$ cat config.mk
export PLATFORM = sky130hd
export DESIGN_NAME = bmp24_to_rgb565_pixels_top_flat
export DESIGN_NICKNAME = d
export VERILOG_FILES = /design/src/sv/b2r_pkg.sv /design/src/sv/b2r_if.sv /design/src/sv/bmp24_to_rgb565_pixels_top.sv /design/src/sv/b2r_hdr.sv /design/src/flat_wrapper.sv
export SDC_FILE = /design/constraint.sdc
export NUM_CORES = 1
export LEC_CHECK = 0
export BUFFER_PORTS_ARGS = -buffer_cell sky130_fd_sc_hd__buf_2
export CELL_PAD_IN_SITES_DETAIL_PLACEMENT = 1
export CELL_PAD_IN_SITES_GLOBAL_PLACEMENT = 2
export CORE_MARGIN = 10
export CORE_UTILIZATION = 30
export DETAILED_ROUTE_END_ITERATION = 16
export MAX_ROUTING_LAYER = met4
export PLACE_DENSITY_LB_ADDON = 0.1
export SLEW_MARGIN = 20
export SYNTH_ARGS = -nofsm -noshare
export SYNTH_HDL_FRONTEND = slang
export SYNTH_SLANG_ARGS = --single-unit
$ cat constraint.sdc
create_clock -name clk -period 8.65 [get_ports clk]
set_input_delay 1.73 -clock clk [delete_from_list [all_inputs] [get_ports clk]]
set_output_delay 1.73 -clock clk [all_outputs]
set_load 0.01 [all_outputs]
$ cat src/sv/b2r_pkg.sv
// ============================================================================
// b2r_pkg: shared types and constants for the BMP 24-bit to RGB565 block
// Header byte positions, config register indexes, header status struct and
// the RGB565 packing function.
// ============================================================================
`default_nettype none

package b2r_pkg;

    localparam int unsigned CFG_IDX_W  = 2;
    localparam int unsigned CFG_DATA_W = 15;
    localparam int unsigned POS_W      = 32;
    localparam int unsigned ROW_W      = 18;

    localparam logic [CFG_IDX_W-1:0] CFG_ORIGIN_X = 2'd0;
    localparam logic [CFG_IDX_W-1:0] CFG_ORIGIN_Y = 2'd1;

    // header byte positions
    localparam logic [POS_W-1:0] POS_OFFSET_B0 = 32'd10;
    localparam logic [POS_W-1:0] POS_OFFSET_B1 = 32'd11;
    localparam logic [POS_W-1:0] POS_OFFSET_B2 = 32'd12;
    localparam logic [POS_W-1:0] POS_OFFSET_B3 = 32'd13;
    localparam logic [POS_W-1:0] POS_WIDTH_B0  = 32'd18;
    localparam logic [POS_W-1:0] POS_WIDTH_B1  = 32'd19;
    localparam logic [POS_W-1:0] POS_HEIGHT_B0 = 32'd22;
    localparam logic [POS_W-1:0] POS_HEIGHT_B1 = 32'd23;
    localparam logic [POS_W-1:0] POS_DEPTH     = 32'd28;
    localparam logic [POS_W-1:0] POS_DATA_MIN  = 32'd29;
    localparam logic [POS_W-1:0] POS_MAX       = '1;

    localparam logic [7:0] DEPTH_RGB24 = 8'd24;

    typedef struct packed {
        logic            pix_en;     // current byte lies in pixel data of a 24-bit file
        logic [15:0]     width;
        logic [15:0]     height;
        logic [ROW_W-1:0] pix_bytes; // width * 3
        logic [ROW_W-1:0] row_size;  // pix_bytes rounded up to 4
    } hdr_t;

    function automatic logic [15:0] rgb565(input logic [7:0] r, input logic [7:0] g,
                                           input logic [7:0] b);
        rgb565 = {r[7:3], g[7:2], b[7:3]};
    endfunction

endpackage

`default_nettype wire

$ cat src/sv/b2r_if.sv
// ============================================================================
// b2r interfaces: valid/ready channels for file bytes, pixels and config
// Each channel has a source and a sink modport.
// ============================================================================
`default_nettype none

interface b2r_byte_if;
    logic       valid;
    logic       ready;
    logic [7:0] file_byte;
    logic       end_of_file;

    modport source (output valid, output file_byte, output end_of_file, input ready);
    modport sink   (input valid, input file_byte, input end_of_file, output ready);
endinterface

interface b2r_pix_if;
    logic        valid;
    logic        ready;
    logic [16:0] pixel_x;
    logic [16:0] pixel_y;
    logic [15:0] color565;

    modport source (output valid, output pixel_x, output pixel_y, output color565,
                    input ready);
    modport sink   (input valid, input pixel_x, input pixel_y, input color565,
                    output ready);
endinterface

interface b2r_cfg_if;
    logic                               valid;
    logic                               ready;
    logic [b2r_pkg::CFG_IDX_W-1:0]      reg_index;
    logic [b2r_pkg::CFG_DATA_W-1:0]     wdata;

    modport source (output valid, output reg_index, output wdata, input ready);
    modport sink   (input valid, input reg_index, input wdata, output ready);
endinterface

`default_nettype wire

$ cat src/sv/bmp24_to_rgb565_pixels_top.sv
// ============================================================================
// bmp24_to_rgb565_pixels_top: BMP 24-bit byte stream to RGB565 pixels
// Parses the header, walks padded bottom-up rows and emits one placed pixel
// per complete B, G, R triple.
// ============================================================================
//  channel | dir | fields                          | notes
//  bytes   | in  | file_byte, end_of_file          | one file byte per word
//  pixels  | out | pixel_x, pixel_y, color565      | at most one per byte
//  cfg     | in  | reg_index, wdata                | origin_x, origin_y; always ready
//
//  One byte per cycle unless stalled; a pixel is registered in the cycle
//  after the byte that completes it. The output register holds a word until
//  taken and bytes keep flowing while it is empty or being taken in the same
//  cycle. Asynchronous active-low reset clears all state but the pixel word;
//  end_of_file clears the parse state after its byte, origins are kept.
// ============================================================================
`default_nettype none

module bmp24_to_rgb565_pixels_top (
    input  wire logic  clk,
    input  wire logic  rst_n,
    b2r_byte_if.sink   bytes,
    b2r_pix_if.source  pixels,
    b2r_cfg_if.sink    cfg
);

    localparam logic [1:0] PH_BLUE  = 2'd0;
    localparam logic [1:0] PH_GREEN = 2'd1;
    localparam logic [1:0] PH_RED   = 2'd2;

    b2r_pkg::hdr_t hdr;
    logic          accept;

    logic [14:0]               origin_x_reg, origin_y_reg;
    logic [b2r_pkg::ROW_W-1:0] row_cnt_reg, row_cnt_next;
    logic [15:0]               col_reg, col_next;
    logic [15:0]               file_row_reg, file_row_next;
    logic [1:0]                phase_reg, phase_next;
    logic [7:0]                blue_reg, blue_next;
    logic [7:0]                green_reg, green_next;
    logic                      out_valid_reg, out_valid_next;
    logic [16:0]               px_reg, py_reg;
    logic [15:0]               color_reg;

    logic                      active, in_row, emit, end_row;
    logic [b2r_pkg::ROW_W:0]   row_cnt_inc;
    logic [15:0]               y_off;

    assign accept      = bytes.valid && bytes.ready;
    assign bytes.ready = !out_valid_reg || pixels.ready;
    assign cfg.ready   = 1'b1;

    b2r_hdr u_hdr (
        .clk         (clk),
        .rst_n       (rst_n),
        .accept      (accept),
        .file_byte   (bytes.file_byte),
        .end_of_file (bytes.end_of_file),
        .hdr         (hdr)
    );

    always_ff @(posedge clk or negedge rst_n)
    begin
        if (!rst_n)
        begin
            origin_x_reg <= '0;
            origin_y_reg <= '0;
        end
        else if (cfg.valid)
        begin
            if (cfg.reg_index == b2r_pkg::CFG_ORIGIN_X)
                origin_x_reg <= cfg.wdata;
            else if (cfg.reg_index == b2r_pkg::CFG_ORIGIN_Y)
                origin_y_reg <= cfg.wdata;
        end
    end

    assign active = hdr.pix_en && (hdr.row_size != '0) && (hdr.height != '0) &&
                    (file_row_reg < hdr.height);
    assign in_row      = row_cnt_reg < hdr.pix_bytes;
    assign emit        = active && in_row && (phase_reg == PH_RED);
    assign row_cnt_inc = {1'b0, row_cnt_reg} + 1'b1;
    assign end_row     = row_cnt_inc >= {1'b0, hdr.row_size};
    // rows are stored bottom-up
    assign y_off       = hdr.height - 16'd1 - file_row_reg;

    always_comb
    begin
        row_cnt_next  = row_cnt_reg;
        col_next      = col_reg;
        file_row_next = file_row_reg;
        phase_next    = phase_reg;
        blue_next     = blue_reg;
        green_next    = green_reg;
        if (accept)
        begin
            if (active)
            begin
                if (in_row)
                begin
                    unique case (phase_reg)
                        PH_BLUE:
                        begin
                            blue_next  = bytes.file_byte;
                            phase_next = PH_GREEN;
                        end
                        PH_GREEN:
                        begin
                            green_next = bytes.file_byte;
                            phase_next = PH_RED;
                        end
                        default:
                        begin
                            phase_next = PH_BLUE;
                            col_next   = col_reg + 1'b1;
                        end
                    endcase
                end
                if (end_row)
                begin
                    row_cnt_next  = '0;
                    col_next      = '0;
                    phase_next    = PH_BLUE;
                    file_row_next = file_row_reg + 1'b1;
                end
                else
                    row_cnt_next = row_cnt_inc[b2r_pkg::ROW_W-1:0];
            end
            if (bytes.end_of_file)
            begin
                row_cnt_next  = '0;
                col_next      = '0;
                file_row_next = '0;
                phase_next    = PH_BLUE;
                blue_next     = '0;
                green_next    = '0;
            end
        end
    end

    always_comb
    begin
        out_valid_next = out_valid_reg;
        if (accept)
            out_valid_next = emit;
        else if (pixels.ready)
            out_valid_next = 1'b0;
    end

    always_ff @(posedge clk or negedge rst_n)
    begin
        if (!rst_n)
        begin
            row_cnt_reg   <= '0;
            col_reg       <= '0;
            file_row_reg  <= '0;
            phase_reg     <= PH_BLUE;
            blue_reg      <= '0;
            green_reg     <= '0;
            out_valid_reg <= 1'b0;
        end
        else
        begin
            row_cnt_reg   <= row_cnt_next;
            col_reg       <= col_next;
            file_row_reg  <= file_row_next;
            phase_reg     <= phase_next;
            blue_reg      <= blue_next;
            green_reg     <= green_next;
            out_valid_reg <= out_valid_next;
        end
    end

    always_ff @(posedge clk)
    begin
        if (accept && emit)
        begin
            px_reg    <= {2'b00, origin_x_reg} + {1'b0, col_reg};
            py_reg    <= {2'b00, origin_y_reg} + {1'b0, y_off};
            color_reg <= b2r_pkg::rgb565(bytes.file_byte, green_reg, blue_reg);
        end
    end

    assign pixels.valid    = out_valid_reg;
    assign pixels.pixel_x  = px_reg;
    assign pixels.pixel_y  = py_reg;
    assign pixels.color565 = color_reg;

endmodule

`default_nettype wire

$ cat src/sv/b2r_hdr.sv
// ============================================================================
// b2r_hdr: BMP header capture
// Counts file bytes, captures offset, width, height and depth, and flags the
// bytes that belong to 24-bit pixel data.
// ============================================================================
`default_nettype none

module b2r_hdr (
    input  wire logic        clk,
    input  wire logic        rst_n,
    input  wire logic        accept,
    input  wire logic [7:0]  file_byte,
    input  wire logic        end_of_file,
    output b2r_pkg::hdr_t    hdr
);

    logic [b2r_pkg::POS_W-1:0] pos_reg, pos_next;
    logic [31:0]               offset_reg, offset_next;
    logic [15:0]               width_reg, width_next;
    logic [15:0]               height_reg, height_next;
    logic [7:0]                depth_reg, depth_next;
    logic [b2r_pkg::ROW_W-1:0] pix_bytes_reg, pix_bytes_next;
    logic [b2r_pkg::ROW_W-1:0] row_size_reg, row_size_next;

    always_comb
    begin
        pos_next    = pos_reg;
        offset_next = offset_reg;
        width_next  = width_reg;
        height_next = height_reg;
        depth_next  = depth_reg;
        if (accept)
        begin
            unique case (pos_reg)
                b2r_pkg::POS_OFFSET_B0: offset_next[7:0]   = file_byte;
                b2r_pkg::POS_OFFSET_B1: offset_next[15:8]  = file_byte;
                b2r_pkg::POS_OFFSET_B2: offset_next[23:16] = file_byte;
                b2r_pkg::POS_OFFSET_B3: offset_next[31:24] = file_byte;
                b2r_pkg::POS_WIDTH_B0:  width_next[7:0]    = file_byte;
                b2r_pkg::POS_WIDTH_B1:  width_next[15:8]   = file_byte;
                b2r_pkg::POS_HEIGHT_B0: height_next[7:0]   = file_byte;
                b2r_pkg::POS_HEIGHT_B1: height_next[15:8]  = file_byte;
                b2r_pkg::POS_DEPTH:     depth_next         = file_byte;
                default: ;
            endcase
            if (pos_reg != b2r_pkg::POS_MAX)
                pos_next = pos_reg + 1'b1;
            if (end_of_file)
            begin
                pos_next    = '0;
                offset_next = '0;
                width_next  = '0;
                height_next = '0;
                depth_next  = '0;
            end
        end
    end

    // row geometry is registered from width via pix_bytes_reg, then row_size_reg; width settles well before pixel data
    assign pix_bytes_next = {1'b0, width_reg, 1'b0} + {2'b00, width_reg};
    assign row_size_next  = (pix_bytes_reg + 18'd3) & ~18'd3;

    always_ff @(posedge clk or negedge rst_n)
    begin
        if (!rst_n)
        begin
            pos_reg       <= '0;
            offset_reg    <= '0;
            width_reg     <= '0;
            height_reg    <= '0;
            depth_reg     <= '0;
            pix_bytes_reg <= '0;
            row_size_reg  <= '0;
        end
        else
        begin
            pos_reg       <= pos_next;
            offset_reg    <= offset_next;
            width_reg     <= width_next;
            height_reg    <= height_next;
            depth_reg     <= depth_next;
            pix_bytes_reg <= pix_bytes_next;
            row_size_reg  <= row_size_next;
        end
    end

    assign hdr.pix_en = (pos_reg >= b2r_pkg::POS_DATA_MIN) &&
                        (offset_reg >= b2r_pkg::POS_DATA_MIN) &&
                        (pos_reg >= offset_reg) &&
                        (depth_reg == b2r_pkg::DEPTH_RGB24);
    assign hdr.width     = width_reg;
    assign hdr.height    = height_reg;
    assign hdr.pix_bytes = pix_bytes_reg;
    assign hdr.row_size  = row_size_reg;

endmodule

`default_nettype wire

$ cat src/flat_wrapper.sv
// flat-port wrapper written by rule: the top's interface ports become plain ports
module bmp24_to_rgb565_pixels_top_flat 
  (clk, rst_n, bytes_valid, bytes_file_byte, bytes_end_of_file, bytes_ready, pixels_valid, pixels_pixel_x, pixels_pixel_y, pixels_color565, pixels_ready, cfg_valid, cfg_reg_index, cfg_wdata, cfg_ready);
  b2r_byte_if bytes_i ();
  b2r_pix_if pixels_i ();
  b2r_cfg_if cfg_i ();
  input  wire logic clk;
  input  wire logic rst_n;
  input wire logic [$bits(bytes_i.valid)-1:0] bytes_valid;
  input wire logic [$bits(bytes_i.file_byte)-1:0] bytes_file_byte;
  input wire logic [$bits(bytes_i.end_of_file)-1:0] bytes_end_of_file;
  output wire logic [$bits(bytes_i.ready)-1:0] bytes_ready;
  output wire logic [$bits(pixels_i.valid)-1:0] pixels_valid;
  output wire logic [$bits(pixels_i.pixel_x)-1:0] pixels_pixel_x;
  output wire logic [$bits(pixels_i.pixel_y)-1:0] pixels_pixel_y;
  output wire logic [$bits(pixels_i.color565)-1:0] pixels_color565;
  input wire logic [$bits(pixels_i.ready)-1:0] pixels_ready;
  input wire logic [$bits(cfg_i.valid)-1:0] cfg_valid;
  input wire logic [$bits(cfg_i.reg_index)-1:0] cfg_reg_index;
  input wire logic [$bits(cfg_i.wdata)-1:0] cfg_wdata;
  output wire logic [$bits(cfg_i.ready)-1:0] cfg_ready;
  assign bytes_i.valid = bytes_valid;
  assign bytes_i.file_byte = bytes_file_byte;
  assign bytes_i.end_of_file = bytes_end_of_file;
  assign bytes_ready = bytes_i.ready;
  assign pixels_valid = pixels_i.valid;
  assign pixels_pixel_x = pixels_i.pixel_x;
  assign pixels_pixel_y = pixels_i.pixel_y;
  assign pixels_color565 = pixels_i.color565;
  assign pixels_i.ready = pixels_ready;
  assign cfg_i.valid = cfg_valid;
  assign cfg_i.reg_index = cfg_reg_index;
  assign cfg_i.wdata = cfg_wdata;
  assign cfg_ready = cfg_i.ready;
  bmp24_to_rgb565_pixels_top u_core (.clk(clk), .rst_n(rst_n), .bytes(bytes_i), .pixels(pixels_i), .cfg(cfg_i));
endmodule
* Word level (Yosys, flattened, before mapping)
Cells that the tools add are included.
Storage, ports and cells: bits of input ports 31, register bits after elaboration 287, logic and storage cells 149, output and inout port bits 53
Cells by class: mux-type cells 41, bitwise logic cells 1, order comparisons 6, equality and inequality tests 15, add/subtract/negate cells 10, reductions and logical operators 52
Operators with widths (number):
- == test 32 x 5 -> 1 bit (second input constant) | 5
- two-way mux 16 bit | 10
- two-way mux 8 bit | 18
- == test 32 x 4 -> 1 bit (second input constant) | 4
- two-way mux 32 bit | 3
- >= comparator 32 x 5 -> 1 bit (second input constant) | 2
- two-way mux 18 bit | 3
- adder 15 x 16 -> 17 bit | 2
- adder 16 x 1 -> 16 bit (second input constant) | 2
- adder 32 x 1 -> 32 bit (second input constant) | 1
- >= comparator 32 bit | 1
- inequality test 32 bit (second input constant) | 1
- nonzero test 2 bit | 16
- AND reduction 2 bit | 12
- adder 18 x 1 -> 19 bit (second input constant) | 1
- >= comparator 19 x 18 -> 1 bit | 1
- adder 17 x 16 -> 18 bit | 1
- adder 18 x 2 -> 18 bit (second input constant) | 1
- < comparator 18 bit | 1
- nonzero test 18 bit | 1
- < comparator 16 bit | 1
- nonzero test 16 bit | 1
- subtractor 16 x 1 -> 16 bit (second input constant) | 1
- subtractor 16 bit | 1
- 16 further kinds | 35

* Depth between registers and ports, before layout
Gate-level depths: netlist of the first run.
depth after elaboration 10, gate-level depth with buffers 19, depth with buffers taken out 19

* Modules after synthesis
From an unflattened synthesis of the first run, not the netlist that was laid out.
Second synthesis, totals: cell total of the unflattened synthesis 1803, area total of the unflattened synthesis 17515.5 sq um
Modules (own cells, without submodules):
- bmp24_to_rgb565_pixels_top | times used 1, cells an instance 950, area each 9374.0 sq um, sequential area each 3853.7 sq um
- b2r_hdr | times used 1, cells an instance 853, area each 8141.6 sq um, sequential area each 3453.3 sq um

* Least setup slack after synthesis of the first run
OpenSTA, ideal clock, no wires.
path kind in2reg, start input pixels_ready, end register u_core.color_reg[0], in the netlist u_core.pixels.color565[0], enable pin, setup slack 1347 ps, buffers on the path 1, setup time 532 ps, stages 8, required time 8118 ps, arrival time 6771 ps, cells stage by stage nand2b_2 and2_1 buf_2 nand4_1 a2111oi_2 nor3b_4 nand3_1 nor3b_1
Between the ends: word-level cells in the longest chain between the ends 3
Ends and longest elaborated chain:
- from (decl) | RTL line flat_wrapper.sv:17 | input wire logic [$bits(pixels_i.ready)-1:0] pixels_ready;
- logical OR 1 bit | RTL line bmp24_to_rgb565_pixels_top.sv:50 | assign bytes.ready = !out_valid_reg || pixels.ready;
- logical AND 1 bit | RTL line bmp24_to_rgb565_pixels_top.sv:49 | assign accept = bytes.valid && bytes.ready;
- logical AND 1 bit | RTL line bmp24_to_rgb565_pixels_top.sv:176 | if (accept && emit)
- to (signal assigned) | RTL line bmp24_to_rgb565_pixels_top.sv:180 | color_reg <= b2r_pkg::rgb565(bytes.file_byte, green_reg, blue_reg);
- to (decl) | RTL line bmp24_to_rgb565_pixels_top.sv:43 | logic [15:0] color_reg;
Every way passes these cells. A chain may end at the register's enable or synchronous reset.

* Worst setup path after layout of the first run
start register u_core.row_cnt_reg[0] (netlist bit), end register u_core.col_reg[5]
Between the ends: word-level cells in the longest chain between the ends 5, elaborated cells on any way between the ends 9, classes of those cells add/sub: 1; order compare: 2; eq/ne: 1; mux: 3; reduce/logical: 2
Ends and longest elaborated chain:
- from (decl) | RTL line bmp24_to_rgb565_pixels_top.sv:35 | logic [b2r_pkg::ROW_W-1:0] row_cnt_reg, row_cnt_next;
- from (signal assigned) | RTL line bmp24_to_rgb565_pixels_top.sv:164 | row_cnt_reg <= row_cnt_next;
- adder 18 x 1 -> 19 bit | RTL line bmp24_to_rgb565_pixels_top.sv:82 | assign row_cnt_inc = {1'b0, row_cnt_reg} + 1'b1;
- >= comparator 19 x 18 -> 1 bit | RTL line bmp24_to_rgb565_pixels_top.sv:83 | assign end_row = row_cnt_inc >= {1'b0, hdr.row_size};
- two-way mux 16 bit | RTL line bmp24_to_rgb565_pixels_top.sv:119 | if (end_row)
- two-way mux 16 bit | RTL line bmp24_to_rgb565_pixels_top.sv:97 | if (active)
- two-way mux 16 bit | RTL line bmp24_to_rgb565_pixels_top.sv:129 | if (bytes.end_of_file)
- to (signal assigned) | RTL line bmp24_to_rgb565_pixels_top.sv:165 | col_reg <= col_next;
- to (decl) | RTL line bmp24_to_rgb565_pixels_top.sv:36 | logic [15:0] col_reg, col_next;
Several ways; a longest one is shown, not always the timed one. The select of a mux whose other input is x is not followed.

==> results of run 1 <==
## routing by layer
metal / up-vias / track usage, % / part of all wire [%]
met5: - / - / 0
met4: 0 / 3.95 / 2.0
met3: 55 / 2.64 / 3.4
met2: 148 / 24.5 / 45
met1: 6254 / 20.9 / 49
li1: 6232 / - / -
## path summary, 6_finish.rpt
check / slack (ns) / cells past startpoint / end / startpoint
worst min register to register: 0.46 / 0 / u_core.u_hdr.pix_bytes_reg[0] / u_core.u_hdr.width_reg[0]
worst max register to register: 4.23 / 16 / u_core.col_reg[5] / u_core.row_cnt_reg[0]
worst min-delay path: 0.46 / 0 / u_core.u_hdr.pix_bytes_reg[0] / u_core.u_hdr.width_reg[0]
max in group asynchronous: 5.89 / 2 / u_core.u_hdr.height_reg[5] / rst_n
min in group asynchronous: 1.24 / 1 / u_core.origin_x_reg[5] / rst_n
worst max-delay path: 4.23 / 16 / u_core.col_reg[5] / u_core.row_cnt_reg[0]
## report_power, final
part,switching [mW],internal [mW]
Sequential,0.128,1.52
Combinational,0.481,0.360
Clock,0.625,0.950
Total,1.23,2.83
## Yosys cell counts, drive strengths merged (3+ instances only)
cell type,instances,area share (%)
nor4b,5,0.38
nor3b,5,0.30
and3,38,1.4
inv,132,3.0
xor2,28,1.5
nor3,32,0.97
o21a,10,0.46
a41oi,4,0.21
a211o,6,0.32
or2,5,0.19
dfrtp,232,35
and2,5,0.19
a21boi,7,0.32
o21ai,184,5.6
nand4,27,1.0
o31ai,22,1.0
or3,10,0.38
nand2,182,4.2
clkbuf,31,0.72
nand3,55,1.7
a21oi,75,2.3
a22oi,11,0.50
nand3b,3,0.14
buf,16,0.62
nand2b,26,1.0
mux2,32,2.2
o21bai,8,0.39
nor4,25,0.95
nor2,101,2.4
a2111oi,4,0.25
ha,149,11
xnor2,74,3.9
and4,7,0.39
o211ai,7,0.32
nor2b,24,0.91
fa,4,0.49
o22ai,5,0.19
edfxtp,50,9.1
a31oi,9,0.43
o41ai,3,0.21
a21o,23,1.1
a211oi,4,0.18
## cells by family after synthesis
logic type | share of synthesized area [%]
buf+inv | 4.36
xor+xnor | 5.44
other cells | 0.0228
mux | 2.31
simple gates | 17.0
fa+ha+maj | 11.8
flops | 44.5
compound gates | 14.5
## stage by stage
stage          setup WS [ns]  power (mW)  instance area [sq um]  hold slack (ns)
6_report                4.23        4.06                  18900            0.456
3_3_place_gp            4.10        2.50                  17600            0.457
2_1_floorplan           1.35        2.25                  16400            0.380
4_1_cts                 4.18        4.14                  18800            0.464
5_1_grt                 3.88        4.32                  18900            0.473
3_5_place_dp            4.06        2.53                  17600            0.446
## area by class of cell
| class | instances | area (sq um) | area share, % |
|---|---|---|---|
| Clock buffer | 59 | 1120 | 5.94 |
| Inverter | 132 | 495 | 2.63 |
| Multi-Input combinational cell | 1246 | 8440 | 44.8 |
| Clock inverter | 9 | 114 | 0.604 |
| Timing Repair Buffer | 94 | 508 | 2.69 |
| Sequential cell | 282 | 7310 | 38.7 |
| Tap cell | 696 | 871 | 4.62 |
## cell usage in the layout (no fill, tap or decap), drive strengths merged, types with 6 or more instances in the layout
cell    netlist  routed
ha          149     149
nand2       182     182
edfxtp       50      50
a22oi        11      11
o21a         10      10
nand4        27      27
o31ai        22      22
and4          7       7
nand2b       26      26
nor3         32      32
dfrtp       232     232
nor4         25      25
a21oi        75      75
nand3        55      55
inv         132     134
o21ai       184     184
nor2        101     101
and3         38      38
or3          10      10
a31oi         9       9
a211o         6       6
mux2         32      32
xor2         28      28
a21boi        7       7
nor2b        24      24
o211ai        7       7
a21o         23      23
buf          16      94
o21bai        8       8
xnor2        74      74
clkbuf       31      59
==> flow_summary.json, run 1 <==
{
  "outcome": "completed",
  "ir_worst_vdd_v": 0.000106,
  "clock-skew-final_ns": 0.0227,
  "portBuffers": 82,
  "clock_latency_ns": 0.57,
  "slew_viol_final": 0,
  "syn_avg_cell_area_sq_um": 9.63,
  "grt_pass1_wl_mm": 77.3,
  "htreeDepth": 2,
  "synthArstFlopShare_pct": 82.3,
  "cts_buffers": 38,
  "slew_headroom_pct": 36.2,
  "drt-total-wl_mm": 49.1,
  "firstDrtPassIters": 4,
  "p_leak_nw": 8.44,
  "route.detailed.wl_per_inst_um": 19.5,
  "fin_crit_ns": 4.42,
  "synth.distinct_cells": 76,
  "hold_violations": 0,
  "syn2layout_area_growth_pct": 14.8,
  "finalSetupTns_ns": 0,
  "die_area_sq_mm": 0.0645,
  "synthesis.nets": 1891,
  "die_h_um": 254,
  "cts_hold_buf": 0,
  "grt_max_degree": 107,
  "startpoint_type": "flop",
  "fin_cells": 2518,
  "seq_area_frac_synth_pct": 44.5,
  "synth-edff-count": 50,
  "end_kind": "flop",
  "cts_tree": "built",
  "crit_path_max_incr_delay_ns": 0.45,
  "cpLargestDelayFamily": "simple AND/OR/NAND/NOR gates",
  "antenna_found_initial": 0,
  "tightest_slew_ns": 0.953,
  "nets": 1978,
  "core_sq_mm": 0.0540,
  "ys.flop_type": "dfrtp_1",
  "p_per_area_mw_per_mm2": 215,
  "cp_cell_sequence": "ha_1 > and3_1 > and3_1 > nand3_1 > xnor2_1 > ha_1 > a21o_1 > a21o_1 > a21oi_1 > o211ai_1 > a221oi_1 > o21bai_4 > buf_4 > nor2_4 > nand2_1 > o31ai_1",
  "hold_path.class": "flop to flop",
  "cap_violations": 0,
  "num_rows": 85,
  "min_period_over_period_pct": 51.1,
  "dp_hpwl_mm": 36.4,
  "drive_above_1_share_pct": 11.4,
  "vias_per_cell": 5.04,
  "critPathBufInv": 1,
  "setup_viol": 0,
  "rsz0062_at_grt": "no",
  "io_pins": 84,
  "diodes": 0,
  "gp_congestion": 0.800,
  "post_cts_resized": 0,
  "vias": 12700,
  "ys_warn_count": 0,
  "syn-cell-area_sq_mm": 0.0164,
  "gr-total-overflow": 0,
  "max_freq_mhz": 226,
  "grtUsageTotal_pct": 15.7,
  "utilization_pct": 34.9,
  "fp.dieW_um": 254,
  "drt-initial-drc-count": 657,
  "worstSetupPathType": "flop to flop",
  "cts_max_path_buffers": 3,
  "detail-route-antenna-nets": 0,
  "cts_root_buffer": "clkbuf_16",
  "fillers": 6203,
  "grt_pass1_vias": 13100,
  "syn_inst": 1707,
  "route.detailed.drc": 0,
  "start_util_pct": 30.4,
  "slowest_stage": "nor2_4",
  "placed_cells": 2449,
  "cp.arrival_ns": 4.89,
  "crit_required_ns": 9.12,
  "cts.sinks": 282,
  "synth_seq_cells": 282,
  "post_cts_buffers": 0,
  "crit_path_max_fanout": 48,
  "cts.clk_slew.worst_paths_ns": 0.06
}
Power figures use the tool's default switching activity.
==> run 2: changes to the inputs <==
==> constraint.sdc (replaced) <==
create_clock -name clk -period 4.05 [get_ports clk]
set_input_delay 0.81 -clock clk [delete_from_list [all_inputs] [get_ports clk]]
set_output_delay 0.81 -clock clk [all_outputs]
set_load 0.01 [all_outputs]
==> flow_summary.json, run 2 (same netlist as run 1, synthesis figures left out) <==
{
  "detail-route-antenna-nets": 0,
  "worstSetupPathType": "flop to flop",
  "crit_required_ns": 4.36,
  "portBuffers": 82,
  "hold_ws_ns": 0.248,
  "setup_viol": 0,
  "p_leak_nw": 8.62,
  "rr_worst_depth": 19,
  "die_h_um": 254,
  "cts_root_buffer": "clkbuf_16",
  "vias": 12800,
  "htreeDepth": 2,
  "cp_cell_sequence": "inv_1 > ha_2 > inv_1 > fa_1 > nor2b_1 > o21ai_1 > a21boi_2 > o21ai_2 > nor2b_1 > xnor2_1 > ha_1 > nor3_1 > nor2_1 > o41ai_2 > o21ai_1 > o311a_1 > o21a_1 > nor2_1 > xnor2_1",
  "dp_hpwl_mm": 37.5,
  "core_sq_mm": 0.0540,
  "p_per_area_mw_per_mm2": 462,
  "timing.rr.start": "u_core.file_row_reg[0]",
  "num_rows": 85,
  "max_freq_mhz": 265,
  "cts.clk_slew.worst_paths_ns": 0.06,
  "route.detailed.drc": 0,
  "drt-total-wl_mm": 49.8,
  "slew_viol_final": 0,
  "syn2layout_area_growth_pct": 16.9,
  "drt-initial-drc-count": 545,
  "min_period_over_period_pct": 93.2,
  "rrSetupSlack_ns": 0.28,
  "tightest_slew_ns": 1.01,
  "diodes": 0,
  "nets": 1998,
  "dpl_cell_area_sq_mm": 0.0178,
  "end_kind": "flop",
  "fp.dieW_um": 254,
  "grtUsageTotal_pct": 16.1,
  "die_area_sq_mm": 0.0645,
  "cts_buffers": 38,
  "outcome": "completed",
  "firstDrtPassIters": 5,
  "antenna_found_initial": 0,
  "cts_tree": "built",
  "gp_congestion": 0.805,
  "hold_violations": 0,
  "cp.arrival_ns": 4.09,
  "grt_pass1_vias": 13500,
  "grt_max_degree": 87,
  "cap_violations": 0,
  "cts_max_path_buffers": 3,
  "hold_path.class": "input pin to asynchronous set/reset pin",
  "ir_worst_vdd_v": 0.000245,
  "io_pins": 84,
  "gr-total-overflow": 0,
  "fin_cells": 2538,
  "fin_crit_ns": 3.77,
  "layout_commonest_cell": "dfrtp_1",
  "cts.sinks": 282,
  "grt_pass1_wl_mm": 79.5,
  "cts_hold_buf": 0,
  "crit_path_max_incr_delay_ns": 0.41,
  "crit_path_max_fanout": 4,
  "placed_cells": 2466,
  "clock-skew-final_ns": 0.0253,
  "slowest_stage": "fa_1",
  "stdcell_area_sq_mm": 0.0192,
  "critical_path.reg2reg.endpoint": "u_core.pixels.pixel_y[14]",
  "clock_latency_ns": 0.57,
  "slew_headroom_pct": 32.0,
  "startpoint_type": "flop",
  "drive_above_1_share_pct": 13.0,
  "mostFrequentLayoutCells": "dfrtp_1 (231), nand2_1 (182), o21ai_0 (164), ha_1 (148), inv_1 (132)",
  "vias_per_cell": 5.04,
  "startpoint": "u_core.file_row_reg[0]",
  "start_util_pct": 30.4,
  "route.detailed.wl_per_inst_um": 19.6
}
-- run 2: changes by cell type in the layout (fill, tap and decap cells not counted), moves of 3 or more --
cell / previous run / this run
o21ai_0: 170 / 164
clkinv_2: 4 / 1
o21ai_1: 13 / 19
buf_12: 0 / 6
buf_4: 11 / 25
-- run 2: worst max-delay path by stage --
stage | end | cells after the start
after floorplan | u_core.pixels.color565[0] | 11
after global placement | u_core.pixels.pixel_y[13] | 19
after detailed placement | u_core.pixels.pixel_y[13] | 19
after CTS | u_core.pixels.pixel_y[13] | 19
after global routing | u_core.pixels.pixel_y[15] | 19
final | u_core.pixels.pixel_y[14] | 19
-- run 2: repair_timing --
action / in CTS / in global routing
setup endpoints to repair: 0 / 53
buffers inserted: 0 / 4
gates resized for setup: 0 / 22
-- run 2: area by class of cell --
type,instances,area (sq um)
well taps,696,871
repair buffers,114,739
clock inverters,8,133
flip-flops and latches,282,7310
fillers,6171,34800
clock buffers,60,1150
multi-input cells,1246,8520
inverters,132,495
-- run 2: critical path: cells and delay by family (launching register included) --
family	cells	cell delay, ns
XOR/XNOR	2	0.21
buffers and inverters	2	0.14
adder cells (fa/ha/maj)	3	0.96
AO/OA/AOI/OAI	7	1.12
AND/OR/NAND/NOR	5	0.72
flip-flops	1	0.38
-- run 2: routing by layer --
layer / share of wire [%] / global-route usage [%]
met1: 48 / 21.0
met2: 46 / 25.7
met3: 3.6 / 2.42
met4: 2.2 / 4.50
met5: 0 / -
-- run 2: report_power, final --
part | switching, mW | internal, mW | total, mW
sequential | 0.268 | 3.24 | 3.51
clock | 1.34 | 2.13 | 3.47
combinational | 1.06 | 0.831 | 1.89
-- run 2: through the flow --
step	setup WS, ns	total power, mW	TNS (ns)	utilization, %
final	0.276	8.87	0	35.6
after global routing	-0.00945	9.46	-0.0141	35.6
after CTS	0.0339	9.00	0	35.4
after detailed placement	0.0590	5.43	0	33.0
after global placement	0.140	5.38	0	33.0
after floorplan	0.116	4.81	0	-
